`src/tpq_pkg.sv`:
```
`timescale 1ns / 1ps
// ----------------------------------------------------------------------------
// tpq_pkg
// Shared sizes, codes and types of the three-level priority queue.
// ----------------------------------------------------------------------------
package tpq_pkg;

    localparam int DEPTH    = 4;
    localparam int LEVELS   = 3;
    localparam int DATA_W   = 32;
    localparam int IDX_W    = (DEPTH > 1) ? $clog2(DEPTH) : 1;
    localparam int CNT_W    = $clog2(DEPTH + 1);
    localparam int ADDR_W   = (LEVELS * DEPTH > 1) ? $clog2(LEVELS * DEPTH) : 1;
    localparam int LVL_W    = 2;
    localparam int PADDR_W  = 3;
    localparam int REGIDX_W = PADDR_W - 2;

    localparam logic [DATA_W-1:0] LOW_THR_RESET  = 32'sd10;
    localparam logic [DATA_W-1:0] HIGH_THR_RESET = 32'sd100;

    localparam logic MODE_ENQ = 1'b0;
    localparam logic MODE_DEQ = 1'b1;

    localparam logic [REGIDX_W-1:0] REG_LOW_THR  = 1'b0;
    localparam logic [REGIDX_W-1:0] REG_HIGH_THR = 1'b1;

    typedef enum logic [LVL_W-1:0] {
        LVL_TOP = 2'd0,
        LVL_MID = 2'd1,
        LVL_BOT = 2'd2
    } t_level;

    typedef logic [IDX_W-1:0] t_idx;
    typedef logic [CNT_W-1:0] t_cnt;

endpackage

```
`src/three_level_priority_queue.sv`:
```
`timescale 1ns / 1ps
// ----------------------------------------------------------------------------
// three_level_priority_queue
// Three circular FIFOs sharing one synchronous store, served by fixed priority.
// ----------------------------------------------------------------------------
// Each item is an enqueue or a dequeue. An enqueued value is classed against
// the two signed thresholds and written to the top, middle or bottom FIFO;
// a full FIFO drops it and flags dropped. A dequeue serves the oldest entry
// of the highest non-empty level, or flags all_empty. Every item yields one
// result in the cycle after acceptance, and a new item is accepted every cycle
// as long as the result side keeps up: the read and write pointers and fill
// counts sit in flip-flops, the values in a single-port store of
// 3 x DEPTH words whose registered read data feeds the result.
// Thresholds are written through the APB port at byte addresses 0 and 4.
module three_level_priority_queue (
    input  logic                                i_clk,
    input  logic                                i_rst_n,
    // APB configuration port
    input  logic                                psel,
    input  logic                                penable,
    input  logic                                pwrite,
    input  logic [tpq_pkg::PADDR_W-1:0]         paddr,
    input  logic [tpq_pkg::DATA_W-1:0]          pwdata,
    output logic [tpq_pkg::DATA_W-1:0]          prdata,
    output logic                                pready,
    // input channel
    input  logic                                i_valid,
    output logic                                o_ready,
    input  logic                                i_mode,
    input  logic signed [tpq_pkg::DATA_W-1:0]   i_value,
    // output channel
    output logic                                o_valid,
    input  logic                                i_ready,
    output logic signed [tpq_pkg::DATA_W-1:0]   o_data_out,
    output logic                                o_served,
    output logic                                o_all_empty,
    output logic                                o_dropped,
    output logic [tpq_pkg::LVL_W-1:0]           o_level
);
    import tpq_pkg::*;

    logic signed [DATA_W-1:0] r_low_thr;
    logic signed [DATA_W-1:0] r_high_thr;

    t_idx r_rd_idx [LEVELS];
    t_idx r_wr_idx [LEVELS];
    t_cnt r_cnt    [LEVELS];

    logic [DATA_W-1:0] r_store [LEVELS * DEPTH];
    logic [DATA_W-1:0] r_rd_data;

    logic   r_out_valid;
    logic   r_served;
    logic   r_all_empty;
    logic   r_dropped;
    t_level r_level;

    logic              accept;
    logic              cfg_wr;
    logic [REGIDX_W-1:0] reg_idx;
    t_level            enq_lvl;
    t_level            deq_lvl;
    logic              deq_found;
    logic              enq_full;
    logic              do_write;
    logic              do_read;
    t_level            op_lvl;
    logic [ADDR_W-1:0] mem_addr;
    t_idx              op_idx;

    function automatic t_idx next_idx(input t_idx i);
        next_idx = (i == t_idx'(DEPTH - 1)) ? '0 : t_idx'(i + 1'b1);
    endfunction

    // Configuration port.
    assign pready  = 1'b1;
    assign reg_idx = paddr[PADDR_W-1:2];
    assign cfg_wr  = psel && penable && pwrite;

    always_comb begin
        case (reg_idx)
            REG_LOW_THR:  prdata = r_low_thr;
            REG_HIGH_THR: prdata = r_high_thr;
            default:      prdata = '0;
        endcase
    end

    always_ff @(posedge i_clk) begin
        if (!i_rst_n) begin
            r_low_thr  <= LOW_THR_RESET;
            r_high_thr <= HIGH_THR_RESET;
        end else if (cfg_wr) begin
            case (reg_idx)
                REG_LOW_THR:  r_low_thr  <= pwdata;
                REG_HIGH_THR: r_high_thr <= pwdata;
                default:      ;
            endcase
        end
    end

    // Classification and priority selection.
    assign o_ready = !r_out_valid || i_ready;
    assign accept  = i_valid && o_ready;

    always_comb begin
        if (i_value < r_low_thr) begin
            enq_lvl = LVL_TOP;
        end else if (i_value < r_high_thr) begin
            enq_lvl = LVL_MID;
        end else begin
            enq_lvl = LVL_BOT;
        end
    end

    always_comb begin
        deq_found = 1'b1;
        if (r_cnt[LVL_TOP] != '0) begin
            deq_lvl = LVL_TOP;
        end else if (r_cnt[LVL_MID] != '0) begin
            deq_lvl = LVL_MID;
        end else if (r_cnt[LVL_BOT] != '0) begin
            deq_lvl = LVL_BOT;
        end else begin
            deq_lvl   = LVL_TOP;
            deq_found = 1'b0;
        end
    end

    assign enq_full = (r_cnt[enq_lvl] == t_cnt'(DEPTH));
    assign do_write = accept && (i_mode == MODE_ENQ) && !enq_full;
    assign do_read  = accept && (i_mode == MODE_DEQ) && deq_found;
    assign op_lvl   = (i_mode == MODE_ENQ) ? enq_lvl : deq_lvl;
    assign op_idx   = (i_mode == MODE_ENQ) ? r_wr_idx[op_lvl] : r_rd_idx[op_lvl];
    assign mem_addr = ADDR_W'(ADDR_W'(op_lvl) * ADDR_W'(DEPTH)) + ADDR_W'(op_idx);

    // Value store: one port, read data registered.
    always_ff @(posedge i_clk) begin
        if (do_write) begin
            r_store[mem_addr] <= i_value;
        end
        if (do_read) begin
            r_rd_data <= r_store[mem_addr];
        end
    end

    // Pointers, fill counts and the result register.
    always_ff @(posedge i_clk) begin
        if (!i_rst_n) begin
            for (int k = 0; k < LEVELS; k++) begin
                r_rd_idx[k] <= '0;
                r_wr_idx[k] <= '0;
                r_cnt[k]    <= '0;
            end
            r_out_valid <= 1'b0;
            r_served    <= 1'b0;
            r_all_empty <= 1'b0;
            r_dropped   <= 1'b0;
            r_level     <= LVL_TOP;
        end else begin
            if (do_write) begin
                r_wr_idx[op_lvl] <= next_idx(r_wr_idx[op_lvl]);
                r_cnt[op_lvl]    <= t_cnt'(r_cnt[op_lvl] + 1'b1);
            end
            if (do_read) begin
                r_rd_idx[op_lvl] <= next_idx(r_rd_idx[op_lvl]);
                r_cnt[op_lvl]    <= t_cnt'(r_cnt[op_lvl] - 1'b1);
            end
            if (accept) begin
                r_out_valid <= 1'b1;
                r_level     <= op_lvl;
                r_served    <= (i_mode == MODE_DEQ) && deq_found;
                r_all_empty <= (i_mode == MODE_DEQ) && !deq_found;
                r_dropped   <= (i_mode == MODE_ENQ) && enq_full;
            end else if (i_ready) begin
                r_out_valid <= 1'b0;
            end
        end
    end

    assign o_valid     = r_out_valid;
    assign o_data_out  = r_served ? r_rd_data : '0;
    assign o_served    = r_served;
    assign o_all_empty = r_all_empty;
    assign o_dropped   = r_dropped;
    assign o_level     = r_level;

endmodule

```
`config.mk`:
```
export PLATFORM = sky130hd
export DESIGN_NAME = three_level_priority_queue
export DESIGN_NICKNAME = d
export VERILOG_FILES = /design/src/tpq_pkg.sv /design/src/three_level_priority_queue.sv
export SDC_FILE = /design/constraint.sdc
export NUM_CORES = 1
export LEC_CHECK = 0
export ABC_CLOCK_PERIOD_IN_PS = 6400
export BUFFER_PORTS_ARGS = -buffer_cell sky130_fd_sc_hd__buf_2
export CAP_MARGIN = 20
export CELL_PAD_IN_SITES_DETAIL_PLACEMENT = 0
export CELL_PAD_IN_SITES_GLOBAL_PLACEMENT = 2
export CORE_MARGIN = 2
export CORE_UTILIZATION = 43
export DETAILED_ROUTE_END_ITERATION = 6
export PLACE_DENSITY_LB_ADDON = 0.12
export SYNTH_ARGS = -nofsm -noshare
export SYNTH_HDL_FRONTEND = slang
export SYNTH_SLANG_ARGS = --single-unit
```
`constraint.sdc`:
```
create_clock -name i_clk -period 6.4 [get_ports i_clk]
set_clock_uncertainty 0.2 [all_clocks]
set_input_delay 0 -clock i_clk [delete_from_list [all_inputs] [get_ports i_clk]]
set_output_delay 0 -clock i_clk [all_outputs]
set_load 0.005 [all_outputs]
```
==> results_dict.tcl, run 1 <==
set metrics [dict create \
    cp_max_fo 23 \
    clock_sinks 507 \
    p_switching_uw 2070 \
    drv_slew 0 \
    firstDrtPassIters 5 \
    overflow 0 \
    rsz0062_at_grt "false" \
    synth_largest_area_cell "edfxtp_1" \
    track_usage 0.224 \
    synth_seq_cells 507 \
    whs_ns 0.0260 \
    path_clk_slew_ns 0.06 \
    synth_mux_area_frac 0.0349 \
    ant_nets 0 \
    pin_count 147 \
    synth_cells 1709 \
    cellPowerDensity_mw_per_mm2 303 \
    viasPerCell 5.61 \
    syn_avg_cell_area_um2 12.9 \
    n_antenna_cell 0 \
    fin_setup_tns_ns 0 \
    rows 83 \
    hold_viol_final 0 \
    outcome "finished clean" \
    synth_top_family_by_area "compound AO/OA/AOI/OAI gates" \
    place_ws_ns 1.22 \
    vias 14987 \
    worst_slew_pin_slew_ns 1.06 \
    yosys_warnings 0 \
    clockBufferDepth 3 \
    cp_slowest_stage_delay_ns 0.55 \
    yosysTopAreaCellShare 0.593 \
    cp.arrival_ns 5.46 \
    yosysSeqAreaShare 0.656 \
    hpwl_mm 35.8 \
    cp_num_buf_inv 5 \
    p_leak_uw 0.00902 \
    power.internal_uw 6000 \
    crit_path_end_kind "register" \
    pwr-share-comb 0.147 \
    initial_core_util 0.433 \
    cp_cell_sequence "inv_1 -> ha_1 -> a21oi_1 -> o21ai_0 -> a221oi_1 -> o311ai_0 -> o22ai_1 -> buf_4 -> o31a_1 -> buf_4 -> o221ai_4 -> o21ai_4 -> buf_4 -> buf_4 -> mux2_2 -> o2111ai_1" \
    fmax_mhz 191 \
    yosysMostFrequentCell "edfxtp_1" \
    clock_latency_ns 0.60 \
    nets 2084 \
    die_h_um 231 \
    finalCritPeriodShare 0.819 \
    synth_cell_types 68 \
    cp.required_ns 6.62 \
    synthFlopType "edfxtp_1" \
    synth_common_cells "edfxtp_1 (437), nand2_1 (249), a22oi_1 (98)" \
    max_cap_violations 0 \
    synth_fp_nets 1847 \
    cts_root_buffer "clkbuf_16" \
    die_x_um 231 \
    stdcell_area_mm2 0.0266 \
    seq_power_share 0.465 \
    synth_xor_area_frac 0.000792 \
    coreArea_mm2 0.0511 \
    yosys.area_share.simple 0.0755 \
    synth_area_leaders "edfxtp_1 (59%), dfxtp_1 (6.3%), nand2_1 (4.2%)" \
    synth-compound-area-share 0.160 \
    cts_tree "built" \
    post_dp_cell_area_mm2 0.0238 \
    wl_per_cell_um 22.4 \
    synthAdderAreaFrac 0.0360 \
    synth_edf_count 437 \
    drt_iter0_drc 1068 \
    cp_slowest_cell "o22ai_1" \
    hold_path_class "in -> reg" \
    grt_pass1_wl_mm 90.4 \
    antenna_found_initial 2 \
    cts_made_buffers 54 \
    cp_common_cell "buf_4" \
    cts_setup_buffers 0 \
    grt_start_max_net_pins 71 \
    cts_max_level 2 \
    drc 0 \
    p_sw_frac 0.256 \
    finalWorstSetupSlack_ns 1.16 \
    peakVddDrop_mv 0.185 \
    wl_mm 59.9 \
    min_period_ns 5.24 \
    grt_pass1_vias 15042 \
    cp_top_family "compound AO/OA/AOI/OAI gates" \
    io_buffers 143 \
    dieArea_mm2 0.0533 \
    fin_total_pwr_uw 8070 \
    power.clock.fraction 0.388 \
    netlist_area_mm2 0.0221 \
    worstSetupStartpointType "register" \
    layout-drive-gt1-share 0.181 \
    critical_path_class "reg -> reg" \
    setup_violations 0 \
    async_flop_share 0 \
    slew_headroom 0.288 \
    place_congestion 0.791 \
    area_growth_pct 20.4 \
]
[power groups by stage]
stage / clock, µW / sequential, µW / combinational, µW
final: 3130 / 3750 / 1180
after global routing: 3330 / 3760 / 1290
after CTS: 3200 / 3750 / 1190
after detailed placement: 0 / 3820 / 1140
after global placement: 0 / 3820 / 1120
after floorplan: 0 / 3810 / 729
[worst register-to-register path, cell delays in order, from the launching register on]
cell and delay (ns):
dfxtp_1 0.33, inv_1 0.07, ha_1 0.29, a21oi_1 0.12, o21ai_0 0.17, a221oi_1 0.41
o311ai_0 0.20, o22ai_1 0.55, buf_4 0.29, o31a_1 0.41, buf_4 0.30, o221ai_4 0.16
o21ai_4 0.11, buf_4 0.35, buf_4 0.45, mux2_2 0.41, o2111ai_1 0.23
[logic make-up after synthesis]
| logic type | count (synthesis) |
|---|---|
| flops | 507 |
| compound gates | 485 |
| simple gates | 386 |
| buf+inv | 197 |
| mux | 68 |
| fa+ha+maj | 63 |
| xor+xnor | 2 |
| other cells | 1 |
[registers in the layout (all words and copies together), names as in the netlist]
signal / count
o_all_empty: 1
o_dropped: 1
o_level: 2
o_served: 1
o_valid: 1
r_cnt: 9
r_high_thr: 32
r_low_thr: 32
r_rd_data: 32
r_rd_idx: 6
r_store: 384
r_wr_idx: 6
[path summary, 6_finish.rpt]
path              slack [ns]        endpoint          start  depth (start not counted)
setup reg to reg        1.16   r_rd_data[30]  r_low_thr[25]                         16
hold / removal          0.03  r_high_thr[31]     pwdata[31]                          4
hold reg to reg         0.25   r_low_thr[12]  r_low_thr[12]                          2
setup / recovery        1.16   r_rd_data[30]  r_low_thr[25]                         16
[area by class of cell]
cell class	instances	area, µm²
clock buffer	67	1420
timing repair buffer	305	2280
clock inverter	33	342
tap	680	851
inverter	73	274
fill	4510	24500
multi-input combinational	1005	6950
sequential	507	14500
[metrics by stage]
stage,util,cells
floorplan,-,1709
global placement,0.465,2460
detailed placement,0.465,2460
CTS,0.521,2670
global route,0.521,2670
finish,0.521,2670
[cell usage in the layout (no fill, tap or decap), types with 4 or more instances in the layout]
cell	n
a211oi_1	4
a21oi_1	91
a22o_1	32
a22oi_1	98
a31oi_1	35
and2_1	33
buf_12	6
buf_2	143
buf_4	46
bufinv_16	7
clkbuf_1	12
clkbuf_16	55
clkinv_1	14
clkinv_2	10
dfxtp_1	70
dlygate4sd3_1	110
edfxtp_1	437
ha_1	62
inv_1	72
mux2_2	60
nand2_1	249
nand2b_1	10
nand3_1	8
nand4_1	12
nor2_1	28
nor2_4	12
nor3_1	16
o2111a_1	32
o2111ai_1	33
o211ai_1	71
o21ai_0	50
o22ai_1	4
[metal layers]
metal | global-route usage | up-vias | wire length, µm
met3 | 0.0357 | 93 | 3020
met2 | 0.369 | 395 | 28500
met4 | 0.0611 | 0 | 1340
met1 | 0.308 | 7447 | 27000
met5 | 0 | - | 0
li1 | - | 7052 | -
[what timing repair did]
item,CTS,global route
gates resized for setup,0,0
hold endpoints to repair,472,0
setup endpoints to repair,0,0
hold buffers,110,0
(Power assumes the default switching activity.)
==> inputs of run 2 (changes only) <==
--- a/config.mk
+++ b/config.mk
@@ -5,7 +5,7 @@
 export SDC_FILE = /design/constraint.sdc
 export NUM_CORES = 1
 export LEC_CHECK = 0
-export ABC_CLOCK_PERIOD_IN_PS = 6400
+export ABC_CLOCK_PERIOD_IN_PS = 4900
 export BUFFER_PORTS_ARGS = -buffer_cell sky130_fd_sc_hd__buf_2
 export CAP_MARGIN = 20
 export CELL_PAD_IN_SITES_DETAIL_PLACEMENT = 0
==> constraint.sdc (replaced) <==
create_clock -name i_clk -period 4.9 [get_ports i_clk]
set_clock_uncertainty 0.2 [all_clocks]
set_input_delay 0 -clock i_clk [delete_from_list [all_inputs] [get_ports i_clk]]
set_output_delay 0 -clock i_clk [all_outputs]
set_load 0.005 [all_outputs]
==> run 2 against run 1 <==
- via count rose by 0.49%
- first-iteration DRC count fell by 0.47%
- combinational power rose by 36%
- cell area rose by 0.76%
- global-route usage rose by 0.42 points
- sequential share of layout area fell by 0.41 points
- sequential cell count did not move
- largest cell class unchanged
- highest routed layer unchanged
==> results_dict.tcl, run 2 (synthesis results as in run 1) <==
set metrics [dict create \
    outcome "finished clean" \
    grt_pass1_wl_mm 91.7 \
    cp_cell_sequence "inv_1 -> ha_1 -> nand4_1 -> nor4_4 -> o41ai_2 -> a31o_2 -> o31a_2 -> buf_4 -> nand2_1 -> o21ai_0 -> fa_1 -> xnor2_1 -> xnor2_1 -> nor3_1" \
    wl_per_cell_um 22.5 \
    drv_slew 0 \
    cts_made_buffers 53 \
    layout-drive-gt1-share 0.184 \
    die_x_um 231 \
    cp_common_cell "xnor2_1" \
    track_usage 0.228 \
    hpwl_mm 36.9 \
    r2r_setup_slack_ns 0.38 \
    grt_start_max_net_pins 67 \
    place_congestion 0.787 \
    area_growth_pct 21.3 \
    post_dp_cell_area_mm2 0.0241 \
    nFillCells 4443 \
    antenna_found_initial 0 \
    cp.required_ns 5.05 \
    r2r-end "r_cnt[1][2]" \
    dp.cells 2481 \
    viasPerCell 5.60 \
    peakVddDrop_mv 0.247 \
    die_h_um 231 \
    ant_nets 0 \
    reg2reg_from "r_high_thr[31]" \
    cts_root_buffer "clkbuf_16" \
    vias 15061 \
    overflow 0 \
    drt_iter0_drc 1063 \
    clockBufferDepth 3 \
    worst_slew_pin_slew_ns 0.823 \
    fin_setup_tns_ns 0 \
    cts_setup_buffers 0 \
    nets 2110 \
    largest_register "r_store" \
    coreArea_mm2 0.0511 \
    drc 0 \
    cts_max_level 2 \
    hold_path_startpoint "i_value[17]" \
    path_clk_slew_ns 0.06 \
    stdcell_count 2688 \
    initial_core_util 0.433 \
    cellPowerDensity_mw_per_mm2 378 \
    dieArea_mm2 0.0533 \
    stdcell_area_mm2 0.0268 \
    grt_pass1_vias 14925 \
    fmax_mhz 221 \
    firstDrtPassIters 5 \
    io_buffers 143 \
    cp_num_buf_inv 2 \
    rsz0062_at_grt "false" \
    cp_slowest_cell "fa_1" \
    hold_viol_final 0 \
    mostFrequentLayoutCells "edfxtp_1 (437), nand2_1 (249), buf_2 (143)" \
    wl_mm 60.6 \
    clock_sinks 507 \
    finalWorstSetupSlack_ns 0.380 \
    slew_headroom 0.447 \
    hold_end "r_store[2][17]" \
    finalCritPeriodShare 0.922 \
    cts_tree "built" \
    pin_count 147 \
    cp.depth 14 \
    worstSetupStartpointType "register" \
    hold_path_class "in -> reg" \
    rows 83 \
    critical_path_class "reg -> reg" \
    cp_top_family "compound AO/OA/AOI/OAI gates" \
    crit_path_end_kind "register" \
    place_ws_ns -0.0340 \
    largest_register_ffs 384 \
    max_cap_violations 0 \
    rr_worst_depth 14 \
    min_period_ns 4.52 \
    hold_depth 2 \
    cp_max_fo 11 \
    cp_slowest_stage_delay_ns 0.46 \
    cp.arrival_ns 4.67 \
    setup_violations 0 \
    clock_latency_ns 0.61 \
    p_leak_uw 0.00908 \
    mostFrequentLayoutCell "edfxtp_1" \
]
## run 2: cell count changes in the layout (fill, tap and decap cells not counted)
| cell | change |
|---|---|
| bufinv_16 | -7 |
| inv_6 | -1 |
| dlygate4sd3_1 | +5 |
| o31a_2 | +1 |
| clkinv_8 | +1 |
| buf_12 | +17 |
| diode_2 | +1 |
| buf_4 | +5 |
| clkinv_1 | +5 |
| clkinv_2 | -7 |
| clkbuf_16 | -1 |
| o31a_1 | -1 |
| nor4_1 | -1 |
| nor4_4 | +1 |
## run 2: layout make-up
type | count | area (µm²) | share of cell area
multi-input combinational | 1005 | 6960 | 0.259
clock inverter | 24 | 123 | 0.00457
antenna | 1 | 2.50 | 0.0000932
timing repair buffer | 332 | 2710 | 0.101
tap | 680 | 851 | 0.0317
sequential | 507 | 14500 | 0.541
clock buffer | 66 | 1400 | 0.0520
inverter | 73 | 274 | 0.0102
## run 2: stage by stage
step | total power (µW) | utilization | hold slack [ns]
after floorplan | 5930 | - | -0.101
after detailed placement | 6540 | 0.472 | 0.0526
after global placement | 6520 | 0.472 | 0.0474
after global routing | 10600 | 0.525 | 0.0866
final | 10100 | 0.525 | 0.112
after CTS | 10200 | 0.525 | 0.0545
## run 2: worst max-delay path by stage
stage | start | end
floorplan | r_high_thr[15] | r_store[10][0]
global placement | r_high_thr[31] | r_cnt[0][2]
detailed placement | r_high_thr[31] | r_cnt[1][2]
CTS | r_high_thr[11] | r_store[11][5]
global route | r_low_thr[13] | r_cnt[0][2]
finish | r_high_thr[31] | r_cnt[1][2]
## run 2: timing repair
action / CTS / global route
cloned: 0 / 0
resized for setup: 1 / 2
setup endpoints to repair: 33 / 103
endpoints found under the hold margin: 475 / 38
hold buffers: 114 / 1
## run 2: per-layer routing
layer / vias up / track usage / wire length [µm]
met5: - / 0 / 0
met4: 0 / 0.0575 / 1190
met3: 85 / 0.0367 / 2880
met2: 367 / 0.372 / 28500
met1: 7523 / 0.319 / 28000
li1: 7086 / - / -
## run 2: where the power goes
part	total (µW)	switching [µW]	internal, µW
clock	3630	1640	2000
sequential	4900	44.7	4850
combinational	1610	999	611
total	10100	2680	7460
==> inputs of run 3 (changes only) <==
--- a/config.mk
+++ b/config.mk
@@ -14,6 +14,7 @@
 export CORE_UTILIZATION = 43
 export DETAILED_ROUTE_END_ITERATION = 6
 export PLACE_DENSITY_LB_ADDON = 0.12
+export RECOVER_POWER = 25
 export SYNTH_ARGS = -nofsm -noshare
 export SYNTH_HDL_FRONTEND = slang
 export SYNTH_SLANG_ARGS = --single-unit
==> run 3 against run 2 <==
- critical path depth increased by 2
- count of clock-buffer cells in the layout unchanged
- die area unchanged
- worst setup slack got worse by 0.075 ns
- critical path type is now in -> reg
- utilization decreased by 0.051 points
==> results_dict.tcl, run 3 (synthesis results as in run 1) <==
set metrics [dict create \
    cts_tree "built" \
    nFillCells 4453 \
    layout-drive-gt1-share 0.172 \
    rsz0062_at_grt "false" \
    clock_sinks 507 \
    cp.required_ns 5.01 \
    cellPowerDensity_mw_per_mm2 378 \
    crit_path_end_kind "register" \
    hpwl_mm 36.9 \
    viasPerCell 5.59 \
    firstDrtPassIters 5 \
    stdcell_count 2689 \
    pin_count 147 \
    wl_per_cell_um 22.5 \
    largest_register "r_store" \
    drv_slew 0 \
    multi_input_area_mm2 0.00696 \
    cp_slowest_stage_delay_ns 0.63 \
    peakVddDrop_mv 0.246 \
    cp_max_fo 19 \
    critical_path_class "in -> reg" \
    mostFrequentLayoutCell "edfxtp_1" \
    clockBufferDepth 3 \
    min_period_ns 4.59 \
    finalCritPeriodShare 0.938 \
    slew_headroom 0.432 \
    grt_pass1_wl_mm 91.7 \
    grt_start_max_net_pins 67 \
    max_cap_violations 0 \
    cp_slowest_cell "clkbuf_1" \
    vias 15021 \
    dp.cells 2481 \
    cp_num_buf_inv 5 \
    grt_pass1_vias 14925 \
    cp.arrival_ns 4.70 \
    area_growth_pct 21.2 \
    setup_violations 0 \
    nets 2110 \
    worstSetupStartpointType "primary input" \
    outcome "finished clean" \
    fmax_mhz 218 \
    seq_area_mm2 0.0145 \
    wl_mm 60.6 \
    drc 0 \
    track_usage 0.228 \
    fin_total_pwr_uw 10100 \
    cp_cell_sequence "dlygate4sd3_1 -> clkbuf_1 -> ha_1 -> nand4_1 -> or2_0 -> a21oi_1 -> o41ai_2 -> a31o_2 -> o31a_2 -> buf_4 -> nand2_1 -> o211ai_1 -> buf_4 -> nand2_1 -> nor2_4 -> buf_12" \
    antenna_found_initial 0 \
    io_buffers 143 \
    drt_iter0_drc 1043 \
    dieArea_mm2 0.0533 \
    cts_root_buffer "clkbuf_16" \
    ant_nets 0 \
    initial_core_util 0.433 \
    hold_path_class "in -> reg" \
    coreArea_mm2 0.0511 \
    path_clk_slew_ns 0.06 \
    p_leak_uw 0.00901 \
    die_h_um 231 \
    overflow 0 \
    hold_viol_final 0 \
    cts_made_buffers 53 \
    largest_register_ffs 384 \
    clock_latency_ns 0.61 \
    rows 83 \
    mostFrequentLayoutCells "edfxtp_1 (437), nand2_1 (249), buf_2 (120)" \
    cp_top_family "buffers and inverters" \
    die_x_um 231 \
    r2r_setup_slack_ns 0.38 \
    worst_slew_pin_slew_ns 0.852 \
    place_congestion 0.787 \
    cts_max_level 2 \
]
run 3: cell count changes in the layout (fill, tap and decap cells not counted), sizes merged:
cell	change
buf	-23
clkbuf	+23
diode	+1
run 3: layout make-up:
| cell class | instances | area share |
|---|---|---|
| Clock buffer | 66 | 0.0521 |
| Clock inverter | 24 | 0.00457 |
| Sequential cell | 507 | 0.542 |
| Tap cell | 680 | 0.0317 |
| Multi-Input combinational cell | 1005 | 0.260 |
| Antenna cell | 2 | 0.000187 |
| Timing Repair Buffer | 332 | 0.100 |
| Inverter | 73 | 0.0102 |
run 3: power by group:
group	switching, µW	leakage (µW)	internal [µW]
registers	44.7	0.00455	4860
clock network	1640	0.000738	2000
logic	999	0.00373	608
total	2680	0.00901	7460
run 3: path summary, 6_finish.rpt:
kind / startpoint / endpoint / depth (start not counted)
worst max-delay path: i_value[9] / r_store[11][9] / 16
worst min-delay path: i_valid / o_level[0] / 4
worst max register to register: r_high_thr[31] / r_cnt[1][2] / 14
worst min register to register: r_low_thr[28] / r_low_thr[28] / 2
run 3: through the flow:
step	TNS [ns]	worst slack, ns	utilization	cell area (µm²)	hold WS (ns)
global placement	-0.00695	-0.00695	0.472	24100	0.0474
global route	0	0.00815	0.525	26800	0.0942
CTS	0	0.178	0.525	26800	0.0545
detailed placement	-0.134	-0.0340	0.472	24100	0.0526
finish	0	0.305	0.525	26800	0.118
floorplan	-24.71	-0.107	-	22100	-0.101
run 3: per-layer routing:
layer / track usage / vias up / part of all wire
li1: - / 7085 / -
met1: 0.319 / 7492 / 0.46
met2: 0.372 / 357 / 0.47
met3: 0.0367 / 87 / 0.045
met4: 0.0575 / 0 / 0.020
met5: 0 / - / 0
run 3: worst reg2reg max path, cell delays in order (launching register included):
cell	delay, ns
dfxtp_1	0.35
inv_1	0.05
ha_1	0.37
nand4_1	0.29
nor4_4	0.44
o41ai_2	0.19
a31o_2	0.29
o31a_2	0.40
buf_4	0.21
nand2_1	0.28
o21ai_0	0.23
fa_1	0.46
xnor2_1	0.15
xnor2_1	0.26
nor3_1	0.09
run 3: timing repair:
item                       4_1_cts  5_1_grt
hold buffers                   114        1
setup endpoints to repair       33      103
resized for setup                1        2
setup buffers                    0        0
hold endpoints to repair       475       38
